**config.mk**
```make
export PLATFORM = sky130hd
export DESIGN_NAME = gradient_weighted_threshold
export DESIGN_NICKNAME = d
export VERILOG_FILES = /design/src/hdl/gwt_pkg.sv /design/src/hdl/gradient_weighted_threshold.sv /design/src/hdl/gwt_front.sv /design/src/hdl/gwt_back.sv
export SDC_FILE = /design/constraint.sdc
export NUM_CORES = 2
export LEC_CHECK = 0
export ABC_AREA = 1
export BUFFER_PORTS_ARGS = -buffer_cell sky130_fd_sc_hd__buf_2
export CAP_MARGIN = 5
export CORE_MARGIN = 5
export CORE_UTILIZATION = 45
export CTS_CLUSTER_SIZE = 16
export DETAILED_ROUTE_END_ITERATION = 10
export SLEW_MARGIN = 15
export SYNTH_ARGS = -nofsm -noshare
export SYNTH_HDL_FRONTEND = slang
export SYNTH_SLANG_ARGS = --single-unit
```
**constraint.sdc**
```tcl
create_clock -name clk -period 12.2 [get_ports clk]
set_clock_uncertainty 0.1 [all_clocks]
set_input_delay 1.83 -clock clk [delete_from_list [all_inputs] [get_ports clk]]
set_output_delay 1.83 -clock clk [all_outputs]
set_load 0.01 [all_outputs]
```
**src/hdl/gwt_pkg.sv**
```systemverilog
// shared widths, item codes and the queue entry type for the weighted threshold block
`timescale 1ns / 1ps
package gwt_pkg;

	localparam int PIXEL_BITS = 16;
	localparam int GRAD_BITS  = 16;
	localparam int COUNT_BITS = 20;

	// port widths of the payload fields
	localparam int KIND_W = 2;
	localparam int PIX_W  = 16;
	localparam int GRAD_W = 16;

	// sums saturate at 64 bits at most
	localparam int WSUM_FULL = PIXEL_BITS + GRAD_BITS + COUNT_BITS;
	localparam int GSUM_FULL = GRAD_BITS + COUNT_BITS;
	localparam int WSUM_BITS = (WSUM_FULL > 64) ? 64 : WSUM_FULL;
	localparam int GSUM_BITS = (GSUM_FULL > 64) ? 64 : GSUM_FULL;
	localparam int PROD_BITS = PIXEL_BITS + GRAD_BITS;

	// classify product is split into two partial products over the gradient sum
	localparam int GLO_BITS = (GSUM_BITS + 1) / 2;
	localparam int GHI_BITS = GSUM_BITS - GLO_BITS;
	localparam int CMP_BITS = PIXEL_BITS + GSUM_BITS;

	localparam int IQ_DEPTH  = 4;
	localparam int OUT_DEPTH = 4;

	localparam logic [KIND_W-1:0] KIND_ACC  = 2'd0;
	localparam logic [KIND_W-1:0] KIND_CLS  = 2'd1;
	localparam logic [KIND_W-1:0] KIND_CLR  = 2'd2;
	localparam logic [KIND_W-1:0] KIND_NONE = 2'd3;

	typedef struct packed {
		logic [KIND_W-1:0]     op;
		logic [PIXEL_BITS-1:0] pix;
		logic [GRAD_BITS-1:0]  grad;
		logic [PROD_BITS-1:0]  prod;
	} entry_t;

endpackage

```
**src/hdl/gradient_weighted_threshold.sv**
```systemverilog
// top level of the gradient weighted threshold block
`timescale 1ns / 1ps
// Takes one request per clock while full is low: accumulate adds pixel*gradient and the
// gradient into two saturating sums, classify returns mask_bit = 1 unless pixel*gradient_sum
// is below the weighted sum (a zero gradient sum gives 1), clear zeroes both sums, and code 3
// is ignored. Requests enter a four-entry queue after the front end's pixel*gradient multiply;
// the back end applies accumulates in a combinational saturating add on the sum registers, so
// one request per cycle is sustained in any mix while results are popped. A classify result
// passes the front queue write, sum snapshot, split multiply and result queue write before it
// is on the outputs, and waits in a four-entry result queue; when that queue backs up, a
// classify at the head of the front queue stalls together with every request behind it, and
// full rises once the front queue fills.
module gradient_weighted_threshold (
	input  logic                       clk,
	input  logic                       arst_n,
	input  logic                       push,
	output logic                       full,
	input  logic [gwt_pkg::KIND_W-1:0] kind,
	input  logic [gwt_pkg::PIX_W-1:0]  pixel_value,
	input  logic [gwt_pkg::GRAD_W-1:0] gradient_magnitude,
	output logic                       empty,
	input  logic                       pop,
	output logic                       mask_bit
);
	import gwt_pkg::*;

	entry_t head;
	logic   head_valid;
	logic   head_pop;

	gwt_front u_front (
		.clk                (clk),
		.arst_n             (arst_n),
		.push               (push),
		.full               (full),
		.kind               (kind),
		.pixel_value        (pixel_value),
		.gradient_magnitude (gradient_magnitude),
		.head_pop           (head_pop),
		.head_valid         (head_valid),
		.head               (head)
	);

	gwt_back u_back (
		.clk        (clk),
		.arst_n     (arst_n),
		.head_valid (head_valid),
		.head       (head),
		.head_pop   (head_pop),
		.empty      (empty),
		.pop        (pop),
		.mask_bit   (mask_bit)
	);

endmodule

```
**src/hdl/gwt_front.sv**
```systemverilog
// front end: accepts requests, drops unused codes, forms pixel*gradient and queues the work
`timescale 1ns / 1ps
module gwt_front (
	input  logic                       clk,
	input  logic                       arst_n,
	input  logic                       push,
	output logic                       full,
	input  logic [gwt_pkg::KIND_W-1:0] kind,
	input  logic [gwt_pkg::PIX_W-1:0]  pixel_value,
	input  logic [gwt_pkg::GRAD_W-1:0] gradient_magnitude,
	input  logic                       head_pop,
	output logic                       head_valid,
	output gwt_pkg::entry_t            head
);
	import gwt_pkg::*;

	localparam int PTR_W = $clog2(IQ_DEPTH);
	localparam int CNT_W = $clog2(IQ_DEPTH + 1);

	entry_t             mem_q [IQ_DEPTH];
	logic [PTR_W-1:0]   wr_ptr_q;
	logic [PTR_W-1:0]   rd_ptr_q;
	logic [CNT_W-1:0]   cnt_q;
	entry_t             new_entry;
	logic               accept;
	logic               wr_en;
	logic               rd_en;

	assign full       = (cnt_q == CNT_W'(IQ_DEPTH));
	assign head_valid = (cnt_q != '0);
	assign head       = mem_q[rd_ptr_q];
	assign accept     = push && !full;
	assign wr_en      = accept && (kind != KIND_NONE);
	assign rd_en      = head_pop && head_valid;

	always_comb begin
		new_entry.op   = kind;
		new_entry.pix  = PIXEL_BITS'(pixel_value);
		new_entry.grad = GRAD_BITS'(gradient_magnitude);
		new_entry.prod = PROD_BITS'(PIXEL_BITS'(pixel_value))
			* PROD_BITS'(GRAD_BITS'(gradient_magnitude));
	end

	always_ff @(posedge clk) begin
		if (wr_en) begin
			mem_q[wr_ptr_q] <= new_entry;
		end
	end

	always_ff @(posedge clk or negedge arst_n) begin
		if (!arst_n) begin
			wr_ptr_q <= '0;
			rd_ptr_q <= '0;
			cnt_q    <= '0;
		end else begin
			if (wr_en) begin
				wr_ptr_q <= wr_ptr_q + 1'b1;
			end
			if (rd_en) begin
				rd_ptr_q <= rd_ptr_q + 1'b1;
			end
			unique case ({wr_en, rd_en})
				2'b10:   cnt_q <= cnt_q + 1'b1;
				2'b01:   cnt_q <= cnt_q - 1'b1;
				default: cnt_q <= cnt_q;
			endcase
		end
	end

	a_no_overflow: assert property (@(posedge clk) disable iff (!arst_n)
		cnt_q <= CNT_W'(IQ_DEPTH))
		else $error("front queue count beyond depth");
	a_drop_unused: assert property (@(posedge clk) disable iff (!arst_n)
		(accept && kind == KIND_NONE && !rd_en) |=> $stable(cnt_q))
		else $error("unused code entered the front queue");
	a_pop_needs_data: assert property (@(posedge clk) disable iff (!arst_n)
		(cnt_q == '0) |-> !rd_en)
		else $error("pop from empty front queue");

endmodule

```
**src/hdl/gwt_back.sv**
```systemverilog
// back end: saturating sums, two-stage classify multiply and the result queue
`timescale 1ns / 1ps
module gwt_back (
	input  logic            clk,
	input  logic            arst_n,
	input  logic            head_valid,
	input  gwt_pkg::entry_t head,
	output logic            head_pop,
	output logic            empty,
	input  logic            pop,
	output logic            mask_bit
);
	import gwt_pkg::*;

	localparam int OPTR_W = $clog2(OUT_DEPTH);
	localparam int OCNT_W = $clog2(OUT_DEPTH + 1);
	localparam int OSUM_W = $clog2(OUT_DEPTH + 3);

	logic [WSUM_BITS-1:0]  wsum_q;
	logic [GSUM_BITS-1:0]  gsum_q;
	logic [WSUM_BITS:0]    wsum_add;
	logic [GSUM_BITS:0]    gsum_add;

	logic                  v_s1;
	logic [PIXEL_BITS-1:0] pix_s1;
	logic [GSUM_BITS-1:0]  gsum_s1;
	logic [WSUM_BITS-1:0]  wsum_s1;

	logic                            v_s2;
	logic [PIXEL_BITS+GLO_BITS-1:0]  plo_s2;
	logic [PIXEL_BITS+GHI_BITS-1:0]  phi_s2;
	logic [WSUM_BITS-1:0]            wsum_s2;
	logic                            zero_s2;
	logic [CMP_BITS-1:0]             prod_full;
	logic                            res_bit;

	logic              omem_q [OUT_DEPTH];
	logic [OPTR_W-1:0] owr_q;
	logic [OPTR_W-1:0] ord_q;
	logic [OCNT_W-1:0] ocnt_q;
	logic [OSUM_W-1:0] occupancy;
	logic              credit_ok;
	logic              head_is_cls;
	logic              take;
	logic              opush;
	logic              opop;

	// classify results must all find room in the result queue
	assign occupancy   = OSUM_W'(ocnt_q) + OSUM_W'(v_s1) + OSUM_W'(v_s2);
	assign credit_ok   = (occupancy < OSUM_W'(OUT_DEPTH));
	assign head_is_cls = (head.op == KIND_CLS);
	assign head_pop    = head_valid && (!head_is_cls || credit_ok);
	assign take        = head_pop;

	assign wsum_add = {1'b0, wsum_q} + (WSUM_BITS + 1)'(head.prod);
	assign gsum_add = {1'b0, gsum_q} + (GSUM_BITS + 1)'(head.grad);

	always_ff @(posedge clk or negedge arst_n) begin
		if (!arst_n) begin
			wsum_q <= '0;
			gsum_q <= '0;
		end else if (take) begin
			unique case (head.op)
				KIND_ACC: begin
					wsum_q <= wsum_add[WSUM_BITS] ? '1 : wsum_add[WSUM_BITS-1:0];
					gsum_q <= gsum_add[GSUM_BITS] ? '1 : gsum_add[GSUM_BITS-1:0];
				end
				KIND_CLR: begin
					wsum_q <= '0;
					gsum_q <= '0;
				end
				default: begin
					wsum_q <= wsum_q;
					gsum_q <= gsum_q;
				end
			endcase
		end
	end

	// sums are snapshotted in order with the accumulate stream
	always_ff @(posedge clk) begin
		pix_s1  <= head.pix;
		gsum_s1 <= gsum_q;
		wsum_s1 <= wsum_q;
		plo_s2  <= (PIXEL_BITS + GLO_BITS)'(pix_s1)
			* (PIXEL_BITS + GLO_BITS)'(gsum_s1[GLO_BITS-1:0]);
		phi_s2  <= (PIXEL_BITS + GHI_BITS)'(pix_s1)
			* (PIXEL_BITS + GHI_BITS)'(gsum_s1[GSUM_BITS-1:GLO_BITS]);
		wsum_s2 <= wsum_s1;
		zero_s2 <= (gsum_s1 == '0);
	end

	always_ff @(posedge clk or negedge arst_n) begin
		if (!arst_n) begin
			v_s1 <= 1'b0;
			v_s2 <= 1'b0;
		end else begin
			v_s1 <= take && head_is_cls;
			v_s2 <= v_s1;
		end
	end

	assign prod_full = CMP_BITS'(plo_s2) + (CMP_BITS'(phi_s2) << GLO_BITS);
	assign res_bit   = zero_s2 || !(prod_full < CMP_BITS'(wsum_s2));

	assign opush    = v_s2;
	assign opop     = pop && !empty;
	assign empty    = (ocnt_q == '0);
	assign mask_bit = omem_q[ord_q];

	always_ff @(posedge clk) begin
		if (opush) begin
			omem_q[owr_q] <= res_bit;
		end
	end

	always_ff @(posedge clk or negedge arst_n) begin
		if (!arst_n) begin
			owr_q  <= '0;
			ord_q  <= '0;
			ocnt_q <= '0;
		end else begin
			if (opush) begin
				owr_q <= owr_q + 1'b1;
			end
			if (opop) begin
				ord_q <= ord_q + 1'b1;
			end
			unique case ({opush, opop})
				2'b10:   ocnt_q <= ocnt_q + 1'b1;
				2'b01:   ocnt_q <= ocnt_q - 1'b1;
				default: ocnt_q <= ocnt_q;
			endcase
		end
	end

	a_credit: assert property (@(posedge clk) disable iff (!arst_n)
		occupancy <= OSUM_W'(OUT_DEPTH))
		else $error("more classify results in flight than result slots");
	a_no_full_push: assert property (@(posedge clk) disable iff (!arst_n)
		opush |-> (ocnt_q != OCNT_W'(OUT_DEPTH)) || opop)
		else $error("result pushed into a full queue");
	a_clear: assert property (@(posedge clk) disable iff (!arst_n)
		(take && head.op == KIND_CLR) |=> (wsum_q == '0 && gsum_q == '0))
		else $error("clear did not zero the sums");
	a_monotonic: assert property (@(posedge clk) disable iff (!arst_n)
		!(take && head.op == KIND_CLR) |=> (wsum_q >= $past(wsum_q)
			&& gsum_q >= $past(gsum_q)))
		else $error("sum decreased without a clear");

endmodule

```
==> results by stage <==
Global routing:
- The routing layer with the top usage in global route is met2.
- Global routing finished with a remaining overflow of 0.
- The met2 capacity usage during global routing is 39.6%.
- The initial antenna violation count is 2.
- Entering global routing, the biggest net connects 71 pins.
- The number of global-route vias before repair is 43,500.
- For this run, global-route usage on met1 was measured as 30.6%.
- The met3 routing resource usage after global routing is 2.28%.
- Global routing consumed, over all layers together, ~23% of the routing resources.
- The global-route wire length before repair is 240,000 um.

Critical path:
- The setup slack of the most critical reg-to-reg path is around 5.7 ns.
- STA classifies the critical path endpoint as a flop.
- For the worst setup path, the data arrival time is 7.23 ns.
- The classification of the worst setup path is in -> reg.
- Data on the critical path is required at its endpoint by 12.52 ns.
- The kind of start point of the critical path is a primary input.
- The largest fanout on the critical path is 20.

Clock tree:
- The tree is rooted in a sky130_fd_sc_hd__clkbuf_16.
- CTS built an H-tree with a depth of 3.
- Gates resized during post-CTS repair numbered 0.
- The quantity of hold-fixing buffers added after cts is 0.
- Clock-pin slew was measured on the worst setup and hold paths at approximately 0.060 ns.
- The clock net sink count is 597.
- The TritonCTS clock tree is built.
- Counting along the longest clock path gives a buffer depth of 3.
- The clock latency on the worst-skew pair is 0.64 ns.
- The clock buffer count from CTS is 66.
- Once the clock tree was built, the setup fixing pass inserted 0 buffers.

Yosys:
- The count of flip-flops with a built-in enable after synthesis is 268.
- The post-synthesis xor/xnor area fraction is 2.40%.
- The register bit count reported by yosys is between 500 and 600.
- The post-synthesis instance area is 55,700 sq um.
- The simple-gate portion of the synthesized area is 19.1%.
- The share of the Yosys chip area taken by registers is 27.2%.
- The compound-gate portion of the synthesized area is 5.94%.
- After synthesis, the largest family of logic cells by area is adder cells.
- The post-synthesis area per instance is 8.12 sq um.
- The area fraction of the dominant cell type after synthesis is 23.1%.
- The multiplexer fraction of the synthesized cell area is 0%.
- The post-synthesis async set-or-reset flop share is about 17%.
- The gate count of the mapped netlist is 6,862.
- The number of different library cells used by synthesis comes to 54.
- In the synthesized netlist the dominant register cell turns out to be sky130_fd_sc_hd__edfxtp_1.
- The number of nets handed over by synthesis was around 8,000.
- The synthesis warning total is 0.
- Yosys attributes the largest share of cell area to sky130_fd_sc_hd__fa_1 (23%), sky130_fd_sc_hd__edfxtp_1 (14%), sky130_fd_sc_hd__nand2_1 (12%).
- After Yosys synthesis, full adders, half adders and majority gates account for between 30% and 40% of the synthesized area.
- The post-synthesis cell type with the largest combined area is sky130_fd_sc_hd__fa_1.

Final layout:
- The area used by sequential logic in the layout is 15,200 sq um.
- After the last flow step, the layout net total stands at 7,867.
- The area growth from synthesis to layout is 6.79%.
- The final design instance area without fill is 59,500 sq um.
- Of the cells placed in the final design, the portion with a size suffix greater than 1 is 3.88%.
- The multi-input combinational cells in the finished layout cover a total of 33,700 sq um.
- The count of cells in the finished layout, fillers not included, comes to 8,436.
- The number of fill cells in the layout is 12,100.

Placed design:
- The half-perimeter wire length after detailed placement is 115,000 um.
- The number of cells in the design after placement is approximately 8,300.
- Buffers placed on the I/O ports in this run total 40.
- The placed cell area is about 57,000 sq um.
- The final weighted congestion in routability-driven placement is about 0.91.

STA:
- Timing would allow up to ~140 MHz.
- The minimum clock period after layout is 6.91 ns.
- The worst hold-check slack is just over 0.2 ns.
- The number of pins with negative max-slew slack in the final report came to 0.
- The ratio of final minimum period to clock period is between 50% and 60%.
- The worst-margin pin slew is 1.09 ns.
- Setup violations remaining at the end of the flow were counted as 0.
- The number of failing hold endpoints at the final stage came to 0.
- Setup repair after global routing left no endpoint under its margin.
- The worst pin sits at a relative slew slack of between 20% and 30%.
- For the final routed database, the setup TNS stands at 0 ns.

Status:
- The flow ran to the end, and the final reports show no timing, DRC or antenna violations.

Die:
- The y dimension of the die is 362 um.
- The area of the core region is 123,000 sq um.
- The overall die area is 131,000 sq um.
- The number of top-level design ports is 41.
- The initial core utilization is 45.1%.
- The width of the die is 362 um.
- Row generation in the floorplan step produced 129 rows.

Detailed routing:
- The final route contains 42,700 vias.
- The routed length per placed instance is 17.9 um.
- The vias per cell is 5.06.
- Summed over all layers, the routed wires come to 151,000 um.
- The iteration count of the initial detailed-routing pass is 5.
- After detailed routing, the number of remaining DRC violations is 0.
- In this run the remaining antenna-violating nets after routing total 0.
- The DRC marker count from the first detailed-route iteration is 2,744.

Hold path:
- The worst hold-check path type is reg -> reg.

Job:
- The number of maximum-capacitance violations is 0.
==> synthesized netlist by cell type, types with 8 or more instances <==
master / count
sky130_fd_sc_hd__nand3b_1: 11
sky130_fd_sc_hd__nand2_1: 1842
sky130_fd_sc_hd__o21ai_0: 258
sky130_fd_sc_hd__inv_1: 1538
sky130_fd_sc_hd__a21boi_0: 9
sky130_fd_sc_hd__o22ai_1: 64
sky130_fd_sc_hd__nor4_1: 17
sky130_fd_sc_hd__fa_1: 643
sky130_fd_sc_hd__o21a_1: 8
sky130_fd_sc_hd__a21oi_1: 202
sky130_fd_sc_hd__ha_1: 442
sky130_fd_sc_hd__dfxtp_1: 225
sky130_fd_sc_hd__clkbuf_1: 236
sky130_fd_sc_hd__nor3_1: 56
sky130_fd_sc_hd__a31oi_1: 9
sky130_fd_sc_hd__nor2_2: 9
sky130_fd_sc_hd__edfxtp_1: 268
sky130_fd_sc_hd__nand3_1: 189
sky130_fd_sc_hd__dfrtp_1: 104
sky130_fd_sc_hd__a21o_1: 12
sky130_fd_sc_hd__o21bai_1: 19
sky130_fd_sc_hd__nand2_2: 8
sky130_fd_sc_hd__buf_1: 12
sky130_fd_sc_hd__xor2_1: 106
sky130_fd_sc_hd__nor2_1: 379
sky130_fd_sc_hd__nand4_1: 47
sky130_fd_sc_hd__nand3_2: 30
sky130_fd_sc_hd__xnor2_1: 47
sky130_fd_sc_hd__buf_2: 10
==> cells in the final DEF, fill, tap and decap left out, types with 39 or more instances in the layout <==
| master | instances |
|---|---|
| sky130_fd_sc_hd__nor2_1 | 375 |
| sky130_fd_sc_hd__inv_1 | 1537 |
| sky130_fd_sc_hd__a21oi_1 | 202 |
| sky130_fd_sc_hd__dfrtp_1 | 102 |
| sky130_fd_sc_hd__dfxtp_1 | 225 |
| sky130_fd_sc_hd__xor2_1 | 106 |
| sky130_fd_sc_hd__fa_1 | 643 |
| sky130_fd_sc_hd__edfxtp_1 | 268 |
| sky130_fd_sc_hd__nand4_1 | 47 |
| sky130_fd_sc_hd__nand2_1 | 1841 |
| sky130_fd_sc_hd__buf_4 | 44 |
| sky130_fd_sc_hd__o22ai_1 | 64 |
| sky130_fd_sc_hd__buf_2 | 39 |
| sky130_fd_sc_hd__ha_1 | 442 |
| sky130_fd_sc_hd__xnor2_1 | 47 |
| sky130_fd_sc_hd__nand3_1 | 189 |
| sky130_fd_sc_hd__clkbuf_16 | 67 |
| sky130_fd_sc_hd__nor3_1 | 56 |
| sky130_fd_sc_hd__o21ai_0 | 258 |
==> layer usage <==
layer  part of all wire [%]  routed length [um]  up-vias
met4                    3.7                5550        0
met3                    4.6                6890      251
met2                     49               73200     1047
met5                      0                   0        -
met1                     43               65100    20900
li1                       -                   -    20500
==> registers in the layout, summed over array words and instances, names as in the netlist, 4 cells and up <==
| register | cells |
|---|---|
| u_back.omem_q | 4 |
| u_back.wsum_s1 | 52 |
| u_front.mem_q | 264 |
| u_back.wsum_q | 52 |
| u_back.phi_s2 | 34 |
| u_back.gsum_q | 36 |
| u_back.pix_s1 | 16 |
| u_back.gsum_s1 | 36 |
| u_back.wsum_s2 | 52 |
| u_back.plo_s2 | 34 |
==> cells by family after synthesis <==
logic type | count (synthesis)
flip-flops | 597
adder cells (fa/ha/maj) | 1085
AO/OA/AOI/OAI | 606
AND/OR/NAND/NOR | 2609
buffers and inverters | 1812
XOR/XNOR | 153
==> worst max-delay path, cell delays in order <==
cell                      delay, ns
sky130_fd_sc_hd__buf_2         0.40
sky130_fd_sc_hd__nand2_1       0.15
sky130_fd_sc_hd__fa_1          0.56
sky130_fd_sc_hd__inv_1         0.05
sky130_fd_sc_hd__fa_1          0.49
sky130_fd_sc_hd__fa_1          0.62
sky130_fd_sc_hd__fa_1          0.45
sky130_fd_sc_hd__fa_1          0.57
sky130_fd_sc_hd__inv_1         0.07
sky130_fd_sc_hd__fa_1          0.47
sky130_fd_sc_hd__inv_1         0.04
sky130_fd_sc_hd__ha_1          0.35
sky130_fd_sc_hd__nand2_1       0.12
sky130_fd_sc_hd__nor2_1        0.13
sky130_fd_sc_hd__inv_1         0.05
sky130_fd_sc_hd__nor2_1        0.13
sky130_fd_sc_hd__nand4_1       0.11
sky130_fd_sc_hd__nand3_1       0.20
sky130_fd_sc_hd__a21oi_1       0.12
sky130_fd_sc_hd__xnor2_1       0.32
==> per-stage QoR <==
stage	utilization (%)	setup WS [ns]
4_1_cts	48.2	5.28
6_report	48.2	5.29
3_5_place_dp	46.4	4.62
5_1_grt	48.2	4.91
3_3_place_gp	46.4	4.70
2_1_floorplan	-	5.03
==> layout make-up <==
cell class | count | share of cell area, %
antenna | 1 | 0.00420
sequential | 597 | 25.5
inverter | 1543 | 9.74
multi-input combinational | 4453 | 56.7
clock inverter | 38 | 0.757
clock buffer | 84 | 3.06
timing repair buffer | 83 | 0.883
tap | 1637 | 3.44
==> path summary, 6_finish.rpt <==
kind | cells after the start | startpoint | endpoint
max in group asynchronous | 2 | arst_n | u_back.gsum_q[8]
min in group asynchronous | 1 | arst_n | u_back.wsum_q[28]
max reg2reg | 18 | u_back.gsum_s1[8] | u_back.plo_s2[33]
max | 20 | pixel_value[12] | u_front.mem_q[0][26]
min reg2reg | 0 | u_back.wsum_s1[1] | u_back.wsum_s2[1]
min | 0 | u_back.wsum_s1[1] | u_back.wsum_s2[1]
Power is not shown: default switching activity piles up to over one toggle a cycle in this logic, so the estimate is an artifact.
